===== src/rtl/atte_pkg.sv =====
// Shared types, constants and palette function for the ANSI text engine.
`timescale 1ns / 1ps
package atte_pkg;
	localparam int MAX_COLS = 128;
	localparam int MAX_ROWS = 64;
	localparam int MAX_ARGS = 16;
	localparam int COL_W = $clog2(MAX_COLS);
	localparam int ROW_W = $clog2(MAX_ROWS);
	localparam int ARG_IW = $clog2(MAX_ARGS);

	localparam logic [1:0] KIND_CELL = 2'd0;
	localparam logic [1:0] KIND_FILL_ROW = 2'd1;
	localparam logic [1:0] KIND_FILL_SCREEN = 2'd2;
	localparam logic [1:0] KIND_SCROLL = 2'd3;

	localparam logic [1:0] REG_COLS = 2'd0;
	localparam logic [1:0] REG_ROWS = 2'd1;

	localparam logic [11:0] FG_RESET = 12'hfff;
	localparam logic [11:0] FG_TX = 12'h0f0;
	localparam logic [11:0] BG_RESET = 12'h000;
	localparam logic [7:0] SPACE = 8'h20;

	// queue entry between front and back
	typedef struct packed {
		logic [7:0] ch;
		logic [1:0] dir;
	} byte_t;

	function automatic logic [3:0] cube_lvl(input logic [2:0] k);
		logic [3:0] r;
		begin
			unique case (k)
				3'd0: r = 4'h0;
				3'd1: r = 4'h5;
				3'd2: r = 4'h8;
				3'd3: r = 4'ha;
				3'd4: r = 4'hd;
				default: r = 4'hf;
			endcase
			return r;
		end
	endfunction

	function automatic logic [11:0] palette(input logic [7:0] i);
		logic [11:0] r;
		logic [7:0] j;
		logic [7:0] r1;
		logic [2:0] a, b, c;
		logic [11:0] v;
		begin
			j = i - 8'd16;
			// 6x6x6 cube digits by compare chains
			a = 3'd0;
			for (int k = 1; k < 6; k++)
				if (j >= 8'(36 * k)) a = 3'(k);
			r1 = j - 8'd36 * {5'd0, a};
			b = 3'd0;
			for (int k = 1; k < 6; k++)
				if (r1 >= 8'(6 * k)) b = 3'(k);
			c = 3'(r1 - 8'd6 * {5'd0, b});
			v = (12'd8 + 12'd10 * {4'd0, i - 8'd232}) >> 4;
			if (i < 8'd16) begin
				unique case (i[3:0])
					4'd0: r = 12'h000; 4'd1: r = 12'hc00; 4'd2: r = 12'h0c0;
					4'd3: r = 12'hcc0; 4'd4: r = 12'h00e; 4'd5: r = 12'hc0c;
					4'd6: r = 12'h0cc; 4'd7: r = 12'heee; 4'd8: r = 12'h777;
					4'd9: r = 12'hf00; 4'd10: r = 12'h0f0; 4'd11: r = 12'hff0;
					4'd12: r = 12'h55f; 4'd13: r = 12'hf0f; 4'd14: r = 12'h0ff;
					default: r = 12'hfff;
				endcase
			end else if (i < 8'd232) begin
				r = {cube_lvl(a), cube_lvl(b), cube_lvl(c)};
			end else begin
				r = {v[3:0], v[3:0], v[3:0]};
			end
			return r;
		end
	endfunction

	function automatic logic [3:0] chan(input logic [15:0] v);
		return (v > 16'd255) ? 4'hf : v[7:4];
	endfunction
endpackage


===== src/rtl/atte_front.sv =====
// Input side: accepts bytes and holds them in a short queue.
`timescale 1ns / 1ps
module atte_front (
	input  logic            clk,
	input  logic            arst_n,
	input  logic            in_valid,
	output logic            in_stall,
	input  logic [7:0]      char_byte,
	input  logic [1:0]      direction,
	output logic            q_valid,
	output atte_pkg::byte_t q_data,
	input  logic            q_pop
);
	import atte_pkg::*;
	localparam int DEPTH = 4;
	byte_t mem_q [DEPTH];
	logic [1:0] wp_q, rp_q;
	logic [2:0] cnt_q;
	logic push;

	assign in_stall = (cnt_q == 3'(DEPTH));
	assign push = in_valid && !in_stall;
	assign q_valid = (cnt_q != 3'd0);
	assign q_data = mem_q[rp_q];

	always_ff @(posedge clk) begin
		if (push) mem_q[wp_q] <= '{ch: char_byte, dir: direction};
	end

	always_ff @(posedge clk or negedge arst_n) begin
		if (!arst_n) begin
			wp_q <= '0;
			rp_q <= '0;
			cnt_q <= '0;
		end else begin
			if (push) wp_q <= wp_q + 2'd1;
			if (q_pop) rp_q <= rp_q + 2'd1;
			cnt_q <= cnt_q + 3'(push) - 3'(q_pop);
		end
	end
endmodule


===== src/rtl/atte_back.sv =====
// Execution side: parser, cursor, colors, SGR walk and result emission.
`timescale 1ns / 1ps
module atte_back (
	input  logic            clk,
	input  logic            arst_n,
	input  logic            q_valid,
	input  atte_pkg::byte_t q_data,
	output logic            q_pop,
	input  logic            cfg_valid,
	output logic            cfg_ready,
	input  logic [1:0]      cfg_index,
	input  logic [7:0]      cfg_data,
	output logic            out_valid,
	input  logic            out_stall,
	output logic [1:0]      kind,
	output logic [5:0]      phys_row,
	output logic [6:0]      column,
	output logic [31:0]     cell_word,
	output logic [5:0]      top_row,
	output logic            last
);
	import atte_pkg::*;

	typedef enum logic [5:0] {
		ST_IDLE  = 6'b000001,
		ST_SGR   = 6'b000010,
		ST_EMIT  = 6'b000100,
		ST_WRAP  = 6'b001000,
		ST_EMIT2 = 6'b010000,
		ST_CFG   = 6'b100000
	} state_t;

	localparam logic [1:0] MODE_PLAIN = 2'd0;
	localparam logic [1:0] MODE_ESC = 2'd1;
	localparam logic [1:0] MODE_BODY = 2'd2;

	state_t st_q;
	logic [7:0] cols_q;
	logic [6:0] rows_q;
	logic [6:0] ccol_q;
	logic [5:0] crow_q;
	logic [11:0] fg_q, bg_q;
	logic [1:0] mode_q;
	logic [15:0] args_q [MAX_ARGS];
	logic [4:0] argc_q;
	logic sgr_seen_q;
	logic [5:0] top_q;
	logic [4:0] pos_q;
	logic pend2_q;
	logic take;

	logic [1:0] o_kind_q;
	logic [5:0] o_row_q;
	logic [6:0] o_col_q;
	logic [31:0] o_word_q;
	logic [5:0] o_top_q;
	logic o_last_q;
	logic o_valid_q;

	assign out_valid = o_valid_q;
	assign kind = o_kind_q;
	assign phys_row = o_row_q;
	assign column = o_col_q;
	assign cell_word = o_word_q;
	assign top_row = o_top_q;
	assign last = o_last_q;

	assign cfg_ready = (st_q == ST_IDLE) && !q_valid;
	// a queued byte is executed this cycle
	assign take = (st_q == ST_IDLE) && !(cfg_valid && cfg_ready) && q_valid && !q_pop
		&& !o_valid_q;

	function automatic logic [15:0] arg_at(input logic [15:0] a [MAX_ARGS],
		input logic [5:0] k);
		return (k < 6'(MAX_ARGS)) ? a[k[ARG_IW-1:0]] : 16'd0;
	endfunction

	// (top + row) mod rows, row <= rows
	function automatic logic [5:0] phys_of(input logic [5:0] top,
		input logic [6:0] row, input logic [6:0] rows);
		logic [7:0] s;
		begin
			s = {2'd0, top} + {1'b0, row};
			if (s >= {1'b0, rows}) s = s - {1'b0, rows};
			return s[5:0];
		end
	endfunction

	function automatic logic [6:0] p0c_lim(input logic [15:0] a, input logic [7:0] m1);
		logic [15:0] t;
		begin
			t = ((a == 16'd0) ? 16'd1 : a) - 16'd1;
			if (t > {8'd0, m1}) t = {8'd0, m1};
			return t[6:0];
		end
	endfunction

	function automatic logic [11:0] rgb_at(input logic [15:0] a [MAX_ARGS],
		input logic [4:0] p);
		return {chan(arg_at(a, {1'b0, p} + 6'd2)), chan(arg_at(a, {1'b0, p} + 6'd3)),
			chan(arg_at(a, {1'b0, p} + 6'd4))};
	endfunction

	// top below 64, rows 1..64: repeated subtract over 6 narrow steps
	function automatic logic [5:0] top_mod(input logic [5:0] t, input logic [6:0] r);
		logic [6:0] v;
		begin
			v = {1'b0, t};
			for (int s = 5; s >= 0; s--)
				if ({6'd0, v} >= ({6'd0, r} << s)) v = v - 7'({6'd0, r} << s);
			return v[5:0];
		end
	endfunction

	logic [7:0] ch;
	logic [15:0] a0, a1, sgr_a, sel, idx_a;
	logic [16:0] d0;
	logic [6:0] rows_m1;
	logic [7:0] cols_m1;
	logic [15:0] p0r, p1c;
	logic [15:0] dig;
	logic [19:0] dig_v;
	logic [ARG_IW-1:0] dig_k;
	logic [11:0] pal_a, pal_s;
	logic [7:0] cbyte;
	logic [31:0] wcell;

	always_comb begin
		ch = q_data.ch;
		a0 = args_q[0];
		a1 = args_q[1];
		d0 = (a0 == 16'd0) ? 17'd1 : {1'b0, a0};
		rows_m1 = rows_q - 7'd1;
		cols_m1 = cols_q - 8'd1;
		p0r = ((a0 == 16'd0) ? 16'd1 : a0) - 16'd1;
		if (p0r > {9'd0, rows_m1}) p0r = {9'd0, rows_m1};
		// second argument exists once the final is counted
		p1c = (argc_q >= 5'd1) ? (((a1 == 16'd0) ? 16'd1 : a1) - 16'd1) : 16'd0;
		if (p1c > {8'd0, cols_m1}) p1c = {8'd0, cols_m1};
		dig_k = (argc_q < 5'(MAX_ARGS)) ? argc_q[ARG_IW-1:0] : ARG_IW'(MAX_ARGS - 1);
		dig_v = {4'd0, args_q[dig_k]} * 20'd10 + {12'd0, ch - 8'h30};
		dig = (dig_v > 20'd65535) ? 16'hffff : dig_v[15:0];
		sgr_a = arg_at(args_q, {1'b0, pos_q});
		sel = arg_at(args_q, {1'b0, pos_q} + 6'd1);
		idx_a = arg_at(args_q, {1'b0, pos_q} + 6'd2);
		pal_a = palette(sgr_a[7:0] - 8'd30);
		pal_s = palette(idx_a[7:0]);
		cbyte = (ch < 8'd32 || ch >= 8'd127) ? 8'h3f : ch;
		wcell = {bg_q, fg_q, SPACE};
	end

	always_ff @(posedge clk) begin
		if (take && mode_q == MODE_BODY && ch >= 8'h30 && ch <= 8'h39)
			args_q[dig_k] <= dig;
		else if (take && mode_q == MODE_ESC && ch == 8'h5b)
			for (int i = 0; i < MAX_ARGS; i++) args_q[i] <= '0;
	end

	always_ff @(posedge clk or negedge arst_n) begin
		if (!arst_n) begin
			st_q <= ST_IDLE;
			cols_q <= 8'd80;
			rows_q <= 7'd24;
			ccol_q <= '0;
			crow_q <= '0;
			fg_q <= FG_RESET;
			bg_q <= BG_RESET;
			mode_q <= MODE_PLAIN;
			argc_q <= '0;
			sgr_seen_q <= 1'b0;
			top_q <= '0;
			pos_q <= '0;
			pend2_q <= 1'b0;
			o_valid_q <= 1'b0;
			q_pop <= 1'b0;
		end else begin
			q_pop <= 1'b0;
			if (o_valid_q && !out_stall) o_valid_q <= 1'b0;
			unique case (st_q)
				ST_IDLE: begin
					if (cfg_valid && cfg_ready) begin
						if (cfg_index == REG_COLS) begin
							cols_q <= (cfg_data == 8'd0) ? 8'd1 :
								(cfg_data > 8'(MAX_COLS) ? 8'(MAX_COLS) : cfg_data);
							st_q <= ST_CFG;
						end else if (cfg_index == REG_ROWS) begin
							rows_q <= (cfg_data[6:0] == 7'd0) ? 7'd1 :
								(cfg_data[6:0] > 7'(MAX_ROWS) ? 7'(MAX_ROWS) : cfg_data[6:0]);
							st_q <= ST_CFG;
						end
					end else if (q_valid && !q_pop && !o_valid_q) begin
						q_pop <= 1'b1;
						if (mode_q == MODE_PLAIN) begin
							if (ch == 8'h0d) ccol_q <= '0;
							else if (ch == 8'h07) begin
							end else if (ch == 8'h08) begin
								if (ccol_q != 7'd0) ccol_q <= ccol_q - 7'd1;
							end else if (ch == 8'h0a) begin
								if ({1'b0, crow_q} != rows_m1) crow_q <= crow_q + 6'd1;
								else begin
									o_kind_q <= KIND_SCROLL;
									o_row_q <= phys_of(top_q, {1'b0, crow_q} + 7'd1, rows_q);
									o_col_q <= '0;
									o_word_q <= wcell;
									o_top_q <= phys_of(top_q, 7'd1, rows_q);
									top_q <= phys_of(top_q, 7'd1, rows_q);
									o_last_q <= 1'b1;
									o_valid_q <= 1'b1;
								end
							end else if (ch == 8'h1b) mode_q <= MODE_ESC;
							else begin
								o_kind_q <= KIND_CELL;
								o_row_q <= phys_of(top_q, {1'b0, crow_q}, rows_q);
								o_col_q <= ccol_q;
								o_word_q <= {bg_q, (!sgr_seen_q && q_data.dir == 2'd1) ? FG_TX :
									(!sgr_seen_q && q_data.dir == 2'd2) ? FG_RESET : fg_q, cbyte};
								if (!sgr_seen_q && q_data.dir == 2'd1) fg_q <= FG_TX;
								else if (!sgr_seen_q && q_data.dir == 2'd2) fg_q <= FG_RESET;
								o_top_q <= top_q;
								o_valid_q <= 1'b1;
								if ({1'b0, ccol_q} + 8'd1 >= cols_q) begin
									ccol_q <= '0;
									o_last_q <= ({1'b0, crow_q} != rows_m1);
									pend2_q <= ({1'b0, crow_q} == rows_m1);
									if ({1'b0, crow_q} != rows_m1) crow_q <= crow_q + 6'd1;
									st_q <= ST_WRAP;
								end else begin
									ccol_q <= ccol_q + 7'd1;
									o_last_q <= 1'b1;
								end
							end
						end else if (mode_q == MODE_ESC) begin
							if (ch == 8'h5b) begin
								mode_q <= MODE_BODY;
								argc_q <= '0;
							end else mode_q <= MODE_PLAIN;
						end else begin
							if (ch >= 8'h20 && ch <= 8'h3f) begin
								if (ch == 8'h3b && argc_q < 5'(MAX_ARGS - 1))
									argc_q <= argc_q + 5'd1;
							end else begin
								mode_q <= MODE_PLAIN;
								argc_q <= argc_q + 5'd1;
								unique case (ch)
									8'h41: crow_q <= (d0 > {11'd0, crow_q}) ? 6'd0 :
										crow_q - d0[5:0];
									8'h42: crow_q <= (d0 > {10'd0, rows_m1 - {1'b0, crow_q}}) ?
										rows_m1[5:0] : crow_q + d0[5:0];
									8'h43: ccol_q <= (d0 > {9'd0, cols_m1 - {1'b0, ccol_q}}) ?
										cols_m1[6:0] : ccol_q + d0[6:0];
									8'h44: ccol_q <= (d0 > {10'd0, ccol_q}) ? 7'd0 :
										ccol_q - d0[6:0];
									8'h47: ccol_q <= p0c_lim(a0, cols_m1);
									8'h48: begin
										crow_q <= p0r[5:0];
										ccol_q <= p1c[6:0];
									end
									8'h4a: if (a0 == 16'd2) begin
										o_kind_q <= KIND_FILL_SCREEN;
										o_row_q <= '0;
										o_col_q <= '0;
										o_word_q <= wcell;
										o_top_q <= top_q;
										o_last_q <= 1'b1;
										o_valid_q <= 1'b1;
										ccol_q <= '0;
										crow_q <= '0;
									end
									8'h4b: if (a0 == 16'd0) begin
										o_kind_q <= KIND_FILL_ROW;
										o_row_q <= phys_of(top_q, {1'b0, crow_q}, rows_q);
										o_col_q <= ccol_q;
										o_word_q <= wcell;
										o_top_q <= top_q;
										o_last_q <= 1'b1;
										o_valid_q <= 1'b1;
									end
									8'h6d: begin
										sgr_seen_q <= 1'b1;
										pos_q <= '0;
										st_q <= ST_SGR;
									end
									default: begin
									end
								endcase
							end
						end
					end
				end
				ST_SGR: begin
					// one argument group per cycle
					if (pos_q >= argc_q) st_q <= ST_IDLE;
					else begin
						pos_q <= pos_q + 5'd1;
						priority if (sgr_a == 16'd0) begin
							fg_q <= FG_RESET; bg_q <= BG_RESET;
						end else if (sgr_a == 16'd8) fg_q <= bg_q;
						else if (sgr_a >= 16'd30 && sgr_a <= 16'd37) fg_q <= pal_a;
						else if (sgr_a == 16'd38 || sgr_a == 16'd48) begin
							if (sel == 16'd5) begin
								if (sgr_a == 16'd38) fg_q <= pal_s; else bg_q <= pal_s;
								pos_q <= pos_q + 5'd3;
							end else if (sel == 16'd2) begin
								if (sgr_a == 16'd38) fg_q <= rgb_at(args_q, pos_q);
								else bg_q <= rgb_at(args_q, pos_q);
								pos_q <= pos_q + 5'd5;
							end else pos_q <= pos_q + 5'd2;
						end else if (sgr_a == 16'd39) fg_q <= FG_RESET;
						else if (sgr_a >= 16'd40 && sgr_a <= 16'd47)
							bg_q <= palette(sgr_a[7:0] - 8'd40);
						else if (sgr_a == 16'd49) bg_q <= BG_RESET;
						else if (sgr_a >= 16'd90 && sgr_a <= 16'd97)
							fg_q <= palette(sgr_a[7:0] - 8'd82);
						else if (sgr_a >= 16'd100 && sgr_a <= 16'd107)
							bg_q <= palette(sgr_a[7:0] - 8'd92);
						else begin
						end
					end
				end
				ST_WRAP: begin
					if (!pend2_q) st_q <= ST_IDLE;
					else if (!o_valid_q || !out_stall) begin
						o_kind_q <= KIND_SCROLL;
						o_row_q <= phys_of(top_q, {1'b0, crow_q} + 7'd1, rows_q);
						o_col_q <= '0;
						o_word_q <= wcell;
						o_top_q <= phys_of(top_q, 7'd1, rows_q);
						top_q <= phys_of(top_q, 7'd1, rows_q);
						o_last_q <= 1'b1;
						o_valid_q <= 1'b1;
						pend2_q <= 1'b0;
						st_q <= ST_EMIT2;
					end
				end
				ST_EMIT2: st_q <= ST_IDLE;
				ST_EMIT: st_q <= ST_IDLE;
				ST_CFG: begin
					if ({1'b0, ccol_q} > cols_m1) ccol_q <= cols_m1[6:0];
					if ({1'b0, crow_q} > rows_m1) crow_q <= rows_m1[5:0];
					top_q <= top_mod(top_q, rows_q);
					st_q <= ST_IDLE;
				end
				default: st_q <= ST_IDLE;
			endcase
		end
	end
endmodule


===== src/rtl/ansi_terminal_text_engine_top.sv =====
// Top level of the ANSI text engine: byte queue in front of the executor.
`timescale 1ns / 1ps
// Takes one terminal byte per beat and emits up to two buffer commands per
// byte. The executor takes a byte only once the previous result has left the
// output register; a line wrap passes through a wrap state, and a wrap that
// scrolls waits for its first result to leave before the scroll command.
// An SGR final walks its stored arguments one group per cycle. A four-entry
// byte queue in front keeps input flowing while the executor or the output
// waits. Register writes are taken when the queue is empty and the
// executor idle.
module ansi_terminal_text_engine_top (
	input  logic        clk,
	input  logic        arst_n,
	input  logic        in_valid,
	output logic        in_stall,
	input  logic [7:0]  char_byte,
	input  logic [1:0]  direction,
	input  logic        cfg_valid,
	output logic        cfg_ready,
	input  logic [1:0]  cfg_index,
	input  logic [7:0]  cfg_data,
	output logic        out_valid,
	input  logic        out_stall,
	output logic [1:0]  kind,
	output logic [5:0]  phys_row,
	output logic [6:0]  column,
	output logic [31:0] cell_word,
	output logic [5:0]  top_row,
	output logic        last
);
	import atte_pkg::*;
	logic q_valid, q_pop;
	byte_t q_data;

	atte_front u_front (
		.clk, .arst_n, .in_valid, .in_stall, .char_byte, .direction,
		.q_valid, .q_data, .q_pop
	);

	atte_back u_back (
		.clk, .arst_n, .q_valid, .q_data, .q_pop,
		.cfg_valid, .cfg_ready, .cfg_index, .cfg_data,
		.out_valid, .out_stall, .kind, .phys_row, .column, .cell_word,
		.top_row, .last
	);
endmodule


===== config.mk =====
export PLATFORM = sky130hd
export DESIGN_NAME = ansi_terminal_text_engine_top
export DESIGN_NICKNAME = d
export VERILOG_FILES = /design/src/rtl/atte_pkg.sv /design/src/rtl/atte_front.sv /design/src/rtl/atte_back.sv /design/src/rtl/ansi_terminal_text_engine_top.sv
export SDC_FILE = /design/constraint.sdc
export NUM_CORES = 2
export LEC_CHECK = 0
export ABC_AREA = 1
export BUFFER_PORTS_ARGS = -buffer_cell sky130_fd_sc_hd__buf_4
export CORE_MARGIN = 4
export CORE_UTILIZATION = 55
export DETAILED_ROUTE_END_ITERATION = 8
export PLACE_DENSITY = 0.71
export REMOVE_ABC_BUFFERS = 1
export SKIP_LAST_GASP = 1
export SYNTH_ARGS = -nofsm -noshare
export SYNTH_HDL_FRONTEND = slang
export SYNTH_SLANG_ARGS = --single-unit

===== constraint.sdc =====
create_clock -name clk -period 36.6 [get_ports clk]
set_input_delay 7.32 -clock clk [delete_from_list [all_inputs] [get_ports clk]]
set_output_delay 7.32 -clock clk [all_outputs]
set_load 0.02 [all_outputs]

# Yosys cells after proc, flatten, opt, wreduce, memory -nomap -nowiden
# Memory sizes are Yosys's and may differ from the RTL's.
# Index checks and enable logic that the tools add are counted.
# Widths: inputs -> output; s select.
word_totals:
  n_memories: 6
  romBits: 960
  ramBits: 40
  output_inout_bits: 57
  latch_bits: 0
  elab_cells: 957
  input_bits: 25
  regBits: 397
classes:
  n_reduce_logical: 78
  div_mod_pow: 0
  magnitude_cmp: 115
  add_sub_neg: 71
  shifts: 0
  bitwise: 12
  multipliers: 16
  mux: 454
  eq_ne: 165
mem_list:
  columns: ["name", "depth", "word_bits", "read_ports", "rd_clocked_by_memory_dff", "wr", "line", "source"]
  rows:
  - ["(name not given)", 16, 12, 1, 0, 0, "atte_pkg.sv:64", "unique case (i[3:0])"]
  - ["(name not given)", 16, 12, 1, 0, 0, "atte_pkg.sv:64", null]
  - ["(name not given)", 16, 12, 1, 0, 0, "atte_pkg.sv:64", null]
  - ["(name not given)", 16, 12, 1, 0, 0, "atte_pkg.sv:64", null]
  - ["(name not given)", 16, 12, 1, 0, 0, "atte_pkg.sv:64", null]
  - ["u_front.mem_q", 4, 10, 1, 0, 1, "atte_front.sv:16", "byte_t mem_q [DEPTH];"]
ops:
  columns: ["cell", "n"]
  rows:
  - ["$mux 12", 46]
  - ["$mux 256", 2]
  - ["$mux 32", 15]
  - ["$mux 6", 74]
  - ["$bmux 16 s4", 6]
  - ["$mux 16", 23]
  - ["$mux 7", 44]
  - ["$pmux 4 s5", 15]
  - ["$bwmux 256", 1]
  - ["$mux 3", 82]
  - ["$pmux 32 s2", 2]
  - ["$ge 8x5->1 const B", 15]
  - ["$eq 3x2->1 const B", 30]
  - ["$ge 8x7->1 const B", 11]
  - ["$mux 5", 17]
  - ["$eq 8x7->1 const B", 10]
  - ["$ge 8x8->1 const B", 10]
  - ["$mux 2", 40]
  - ["$ne 4x4->1 const B", 17]
  - ["$demux 16 s4", 1]
  - ["$eq 16x6->1 const B", 4]
  - ["$pmux 6 s2", 5]
  - ["$mux 1", 58]
  - ["$ge 8x6->1 const B", 7]
  - ["141 further kinds", 376]

# Longest topological paths before layout
logic_depth:
  ltp_word: 58
  mapped_depth: 59
  ltp_nobuf: 58

# Modules after synthesis
# A second synthesis with hierarchy kept.
hier_totals:
  hier_cells: 5916
  hier_area_um2: 43012.5
by_module_without_submodules:
  columns: ["module", "seq_area_each_um2", "instances", "area_each_um2", "cells_per_inst"]
  rows:
  - ["atte_back", 11307.1, 1, 40969.3, 5748]
  - ["atte_front", 1376.3, 1, 2043.2, 168]

# Least setup slack after synthesis
# No wires, ideal clock.
synth_timing:
  path_kind: "flip-flop to flip-flop"
  startpoint: "register u_front.rp_q[1]"
  endpoint: "register u_back.args_q, in the netlist u_back.a0[0] (enable)"
  n_path_buf: 1
  period_less_slack_ns: 20.821
  slack_ns: 15.779
  path_stages_with_launch: 11
  setup_ns: 1.227
  arrival_time_ns: 19.594
  cell_sequence: "dfrtp_1 > inv_2 > clkbuf_1 > a21oi_1 > a32oi_1 > inv_1 > nor2_1 > inv_1 > nor2_1 > nand4_1 > o21ai_0"
synth_via:
  elab_chain_len: 5
synth_rtl:
  columns: ["item", "line", "source"]
  rows:
  - ["start: declaration", "atte_front.sv:17", "logic [1:0] wp_q, rp_q;"]
  - ["start signal: assignment", "atte_front.sv:37", "if (q_pop) rp_q <= rp_q + 2'd1;"]
  - ["$mem_v2 4x10 (*)", null, null]
  - ["$ge 8x6->1", "atte_back.sv:153", "if (take && mode_q == MODE_BODY && ch >= 8'h30 && ch <= 8'h39)"]
  - ["$logic_and 1x1->1 (2 in series)", "atte_back.sv:153", null]
  - ["$reduce_bool 2->1 (no line) (*)", null, null]
  - ["end signal: indexed assignment", "atte_back.sv:154", "args_q[dig_k] <= dig;"]
  - ["end: declaration", "atte_back.sv:44", "logic [15:0] args_q [MAX_ARGS];"]
# Mark *: on every way between the ends. The rest lies on a longest branch, timed or not.
# A chain may end at the register's enable or synchronous reset.

# Worst setup path after layout
layout_timing:
  startpoint: "register u_back.st_q[4]"
  endpoint: "output cfg_ready"
layout_via:
  elab_chain_len: 2
layout_rtl:
  columns: ["item", "line", "source"]
  rows:
  - ["start: declaration", "atte_back.sv:37", "state_t st_q;"]
  - ["start signal: assignment", "atte_back.sv:161", "st_q <= ST_IDLE;"]
  - ["start signal: assignment", "atte_back.sv:185", "st_q <= ST_CFG;"]
  - ["start signal: assignment", "atte_back.sv:189", "st_q <= ST_CFG;"]
  - ["$eq 6x1->1", "atte_back.sv:68", "assign cfg_ready = (st_q == ST_IDLE) && !q_valid;"]
  - ["$logic_and 1x1->1", "atte_back.sv:68", null]
  - ["end: declaration", "ansi_terminal_text_engine_top.sv:19", "output logic cfg_ready,"]
# No other way between the ends.

==> reports/metrics.yaml <==
run_status: "finished, violations left"
violations: "capacitance limit, slew limit"
n_fill_cell: 7506
die-height_um: 291
synthCells: 6240
cp.arrival_ps: 2590
slowest_stage: "nor3_1"
path_clk_slew_ps: 60
postSynth.asyncResetShare_pct: 19.7
rsz0062_at_grt: "no"
io_buffers: 81
hold_end: "u_back.fg_q[3]$_DFFE_PN1P_"
finalCriticalPeriod_ps: 9910
maxCapViolCount: 1
cp_max_fo: 14
cts_resized: 0
cts_max_level: 2
syn_avg_cell_area_um2: 7.08
max_slew_margin_pct: -1.05
min_from: "u_back.fg_q[3]$_DFFE_PN1P_"
drive_above_1_share_pct: 6.81
hp-class: "register to register"
grt_pass1_wl_um: 248000
seqCellArea_um2: 12700
hold_violations: 0
start_util_pct: 55.7
cp.required_ps: 29280
dieArea_um2: 84900
ys_seq_area_share_pct: 28.7
post-route-period-util_pct: 27.1
critPathLaunchType: "register"
place_hpwl_um: 119000
setup_tns_ps: 0
worstMarginPinSlew_ps: 1510
rows: 103
synthesis.area_um2: 44200
routedWlPerCell_um: 22.4
yosysWarnings: 0
vias: 45600
synth_seq_cells: 436
core-area_um2: 79300
die_w_um: 291
grt-ovfl-total: 0
rr_worst_depth: 54
drt_wl_total_um: 163000
ant_nets: 0
critical-path-max-stage-delay_ps: 400
slew_violations: 9
rr_startpoint: "u_back.rows_q[0]$_DFFE_PN0P_"
area_delta_synth_final_pct: 6.46
track_usage_pct: 36.7
drt-pass1-iter-count: 9
cts_sinks: 436
final-setup-viol-count: 0
criticalPathCategory: "register to primary output"
vias_per_cell: 6.28
root_buffer: "clkbuf_16"
ios: 82
postCtsSetupRepairBufs: 0
ff2ff_setup_slack_ps: 26840
place.gp.congestion: 0.994
multi_input_area_um2: 27400
yosys.cell_types.count: 81
hold_buffers: 0
crit_path_end_kind: "primary output"
ys.flop_type: "edfxtp_1"
pre_cts_slack_ps: 27040
grt_start_max_net_pins: 162
nNetsFinal: 6593
grt_pass1_vias: 41200
clkLatencyLatePin_ps: 650
cts-buffers-inserted: 51
clock_skew_ps: 48.9
worst_slack_ps: 26690
holdWs_ps: 479
synth_edf_count: 350
clockBufferDepth: 3
antenna_found_initial: 2
cts_tree: "yes"
drc: 0
cp_cell_sequence: "nor2_1 > nand2_1 > nor3_1 > inv_1 > nor4_1 > buf_4"
min_path_cells: 2
dr.first_iter.drc_count: 5954
regToRegEndpoint: "u_back.top_q[0]$_DFFE_PN0P_"
max_freq_mhz: 101
-- flip-flops by register name (all words and copies together) (netlist names), 6 cells and up --
name,flops
u_back.a0,16
u_back.a1,16
u_back.args_q,224
u_back.bg_q,12
u_back.ccol_q,7
u_back.cell_word,32
u_back.cols_q,8
u_back.column,7
u_back.crow_q,6
u_back.fg_q,12
u_back.phys_row,6
u_back.rows_q,7
u_back.top_q,6
u_back.top_row,6
u_front.mem_q,40
-- cell usage in the layout (no fill, tap or decap), types with 57 or more instances in the layout --
| master | Yosys | routed |
|---|---|---|
| nand2_1 | 1232 | 1231 |
| o21ai_0 | 679 | 678 |
| inv_1 | 672 | 670 |
| nor2_1 | 545 | 535 |
| a21oi_1 | 533 | 533 |
| ha_1 | 369 | 368 |
| nand3_1 | 364 | 364 |
| edfxtp_1 | 350 | 350 |
| buf_4 | 24 | 164 |
| xor2_1 | 119 | 119 |
| o21ai_1 | 116 | 116 |
| nor3_1 | 94 | 94 |
| nand4_1 | 91 | 91 |
| o211ai_1 | 91 | 91 |
| o22ai_1 | 76 | 76 |
| dfrtp_1 | 69 | 66 |
| xnor2_1 | 57 | 57 |
-- metrics by stage --
step | instances | utilization (%) | cell area, µm²
floorplan | 5952 | - | 42700
global placement | 7167 | 57.3 | 45400
detailed placement | 7167 | 57.3 | 45400
CTS | 7259 | 59.3 | 47000
global route | 7259 | 59.3 | 47000
finish | 7260 | 59.3 | 47000
-- synthesized netlist by cell type, types with 10 or more instances --
master | count | share of area (%)
o21a_1 | 15 | 0.25
buf_4 | 24 | 0.41
a21oi_1 | 533 | 6.0
inv_2 | 37 | 0.31
nor2_1 | 545 | 4.6
nand3_1 | 364 | 4.1
nand4_1 | 91 | 1.3
o2111ai_1 | 13 | 0.26
a21oi_2 | 10 | 0.20
o31ai_1 | 24 | 0.41
a31oi_1 | 10 | 0.14
clkbuf_1 | 165 | 1.4
a211oi_1 | 13 | 0.22
clkinv_1 | 13 | 0.11
nor4_1 | 25 | 0.35
buf_2 | 49 | 0.56
nand2_1 | 1232 | 10
o21ai_1 | 116 | 1.3
a22oi_1 | 12 | 0.20
nor2_2 | 18 | 0.25
xnor2_1 | 57 | 1.1
ha_1 | 369 | 10
dfstp_2 | 17 | 1.0
o21ai_0 | 679 | 7.7
xor2_1 | 119 | 2.4
buf_1 | 22 | 0.19
or2_2 | 24 | 0.34
o22ai_1 | 76 | 1.1
edfxtp_1 | 350 | 24
nor3_1 | 94 | 1.1
o221ai_1 | 39 | 0.77
a32oi_1 | 10 | 0.20
nand3_2 | 11 | 0.25
o21bai_1 | 12 | 0.20
o211ai_1 | 91 | 1.5
mux2i_1 | 13 | 0.29
nand2_2 | 15 | 0.21
a221oi_1 | 18 | 0.36
inv_1 | 672 | 5.7
buf_6 | 27 | 0.69
fa_1 | 29 | 1.3
dfrtp_1 | 69 | 3.9
-- per-layer routing --
metal	vias up	part of all wire [%]	track usage [%]
met5	-	0	0
met1	21100	41	51.2
met3	460	11	6.23
met2	2663	42	55.5
met4	0	5.8	17.7
li1	21400	-	-
-- cells by family after synthesis --
logic type	after synthesis	share of synthesized area, %
AO/OA/AOI/OAI	1741	22.3
XOR/XNOR	180	3.66
adder cells (fa/ha/maj)	398	11.8
buffers and inverters	1012	9.44
flip-flops	436	28.7
multiplexers	13	0.295
other	1	0.00849
AND/OR/NAND/NOR	2459	23.8
-- critical path: cells and delay by family, from the launching register on --
| kind | cells | cell delay, ps |
|---|---|---|
| AND/OR/NAND/NOR | 4 | 1010 |
| flip-flops | 1 | 370 |
| buffers and inverters | 2 | 580 |
-- how the worst max path moves through the flow --
stage | startpoint | end | slack, ps | cells after the start
after floorplan | u_front.rp_q[0]$_DFFE_PN0P_ | u_back.a0[0]$_SDFFCE_PN0P_ | 15530 | 9
after global placement | arst_n | u_back.cell_word[17]$_DFFE_PP_ | 27120 | 5
after detailed placement | arst_n | u_back.cell_word[17]$_DFFE_PP_ | 27040 | 5
after CTS | u_back.st_q[0]$_DFFE_PN1P_ | cfg_ready | 26660 | 5
after global routing | u_back.rows_q[0]$_DFFE_PN0P_ | u_back.top_q[2]$_DFFE_PN0P_ | 25850 | 53
final | u_back.st_q[4]$_DFFE_PN0P_ | cfg_ready | 26690 | 6
-- area by class of cell --
type	instances	area share [%]
inverters	724	5.80
clock buffers	59	2.78
flip-flops and latches	436	27.0
repair buffers	165	2.66
multi-input cells	4792	58.2
diodes	1	0.00532
clock inverters	33	0.734
well taps	1050	2.79
Power is not shown: default switching activity piles up to over one toggle a cycle in this logic, so the estimate is an artifact.
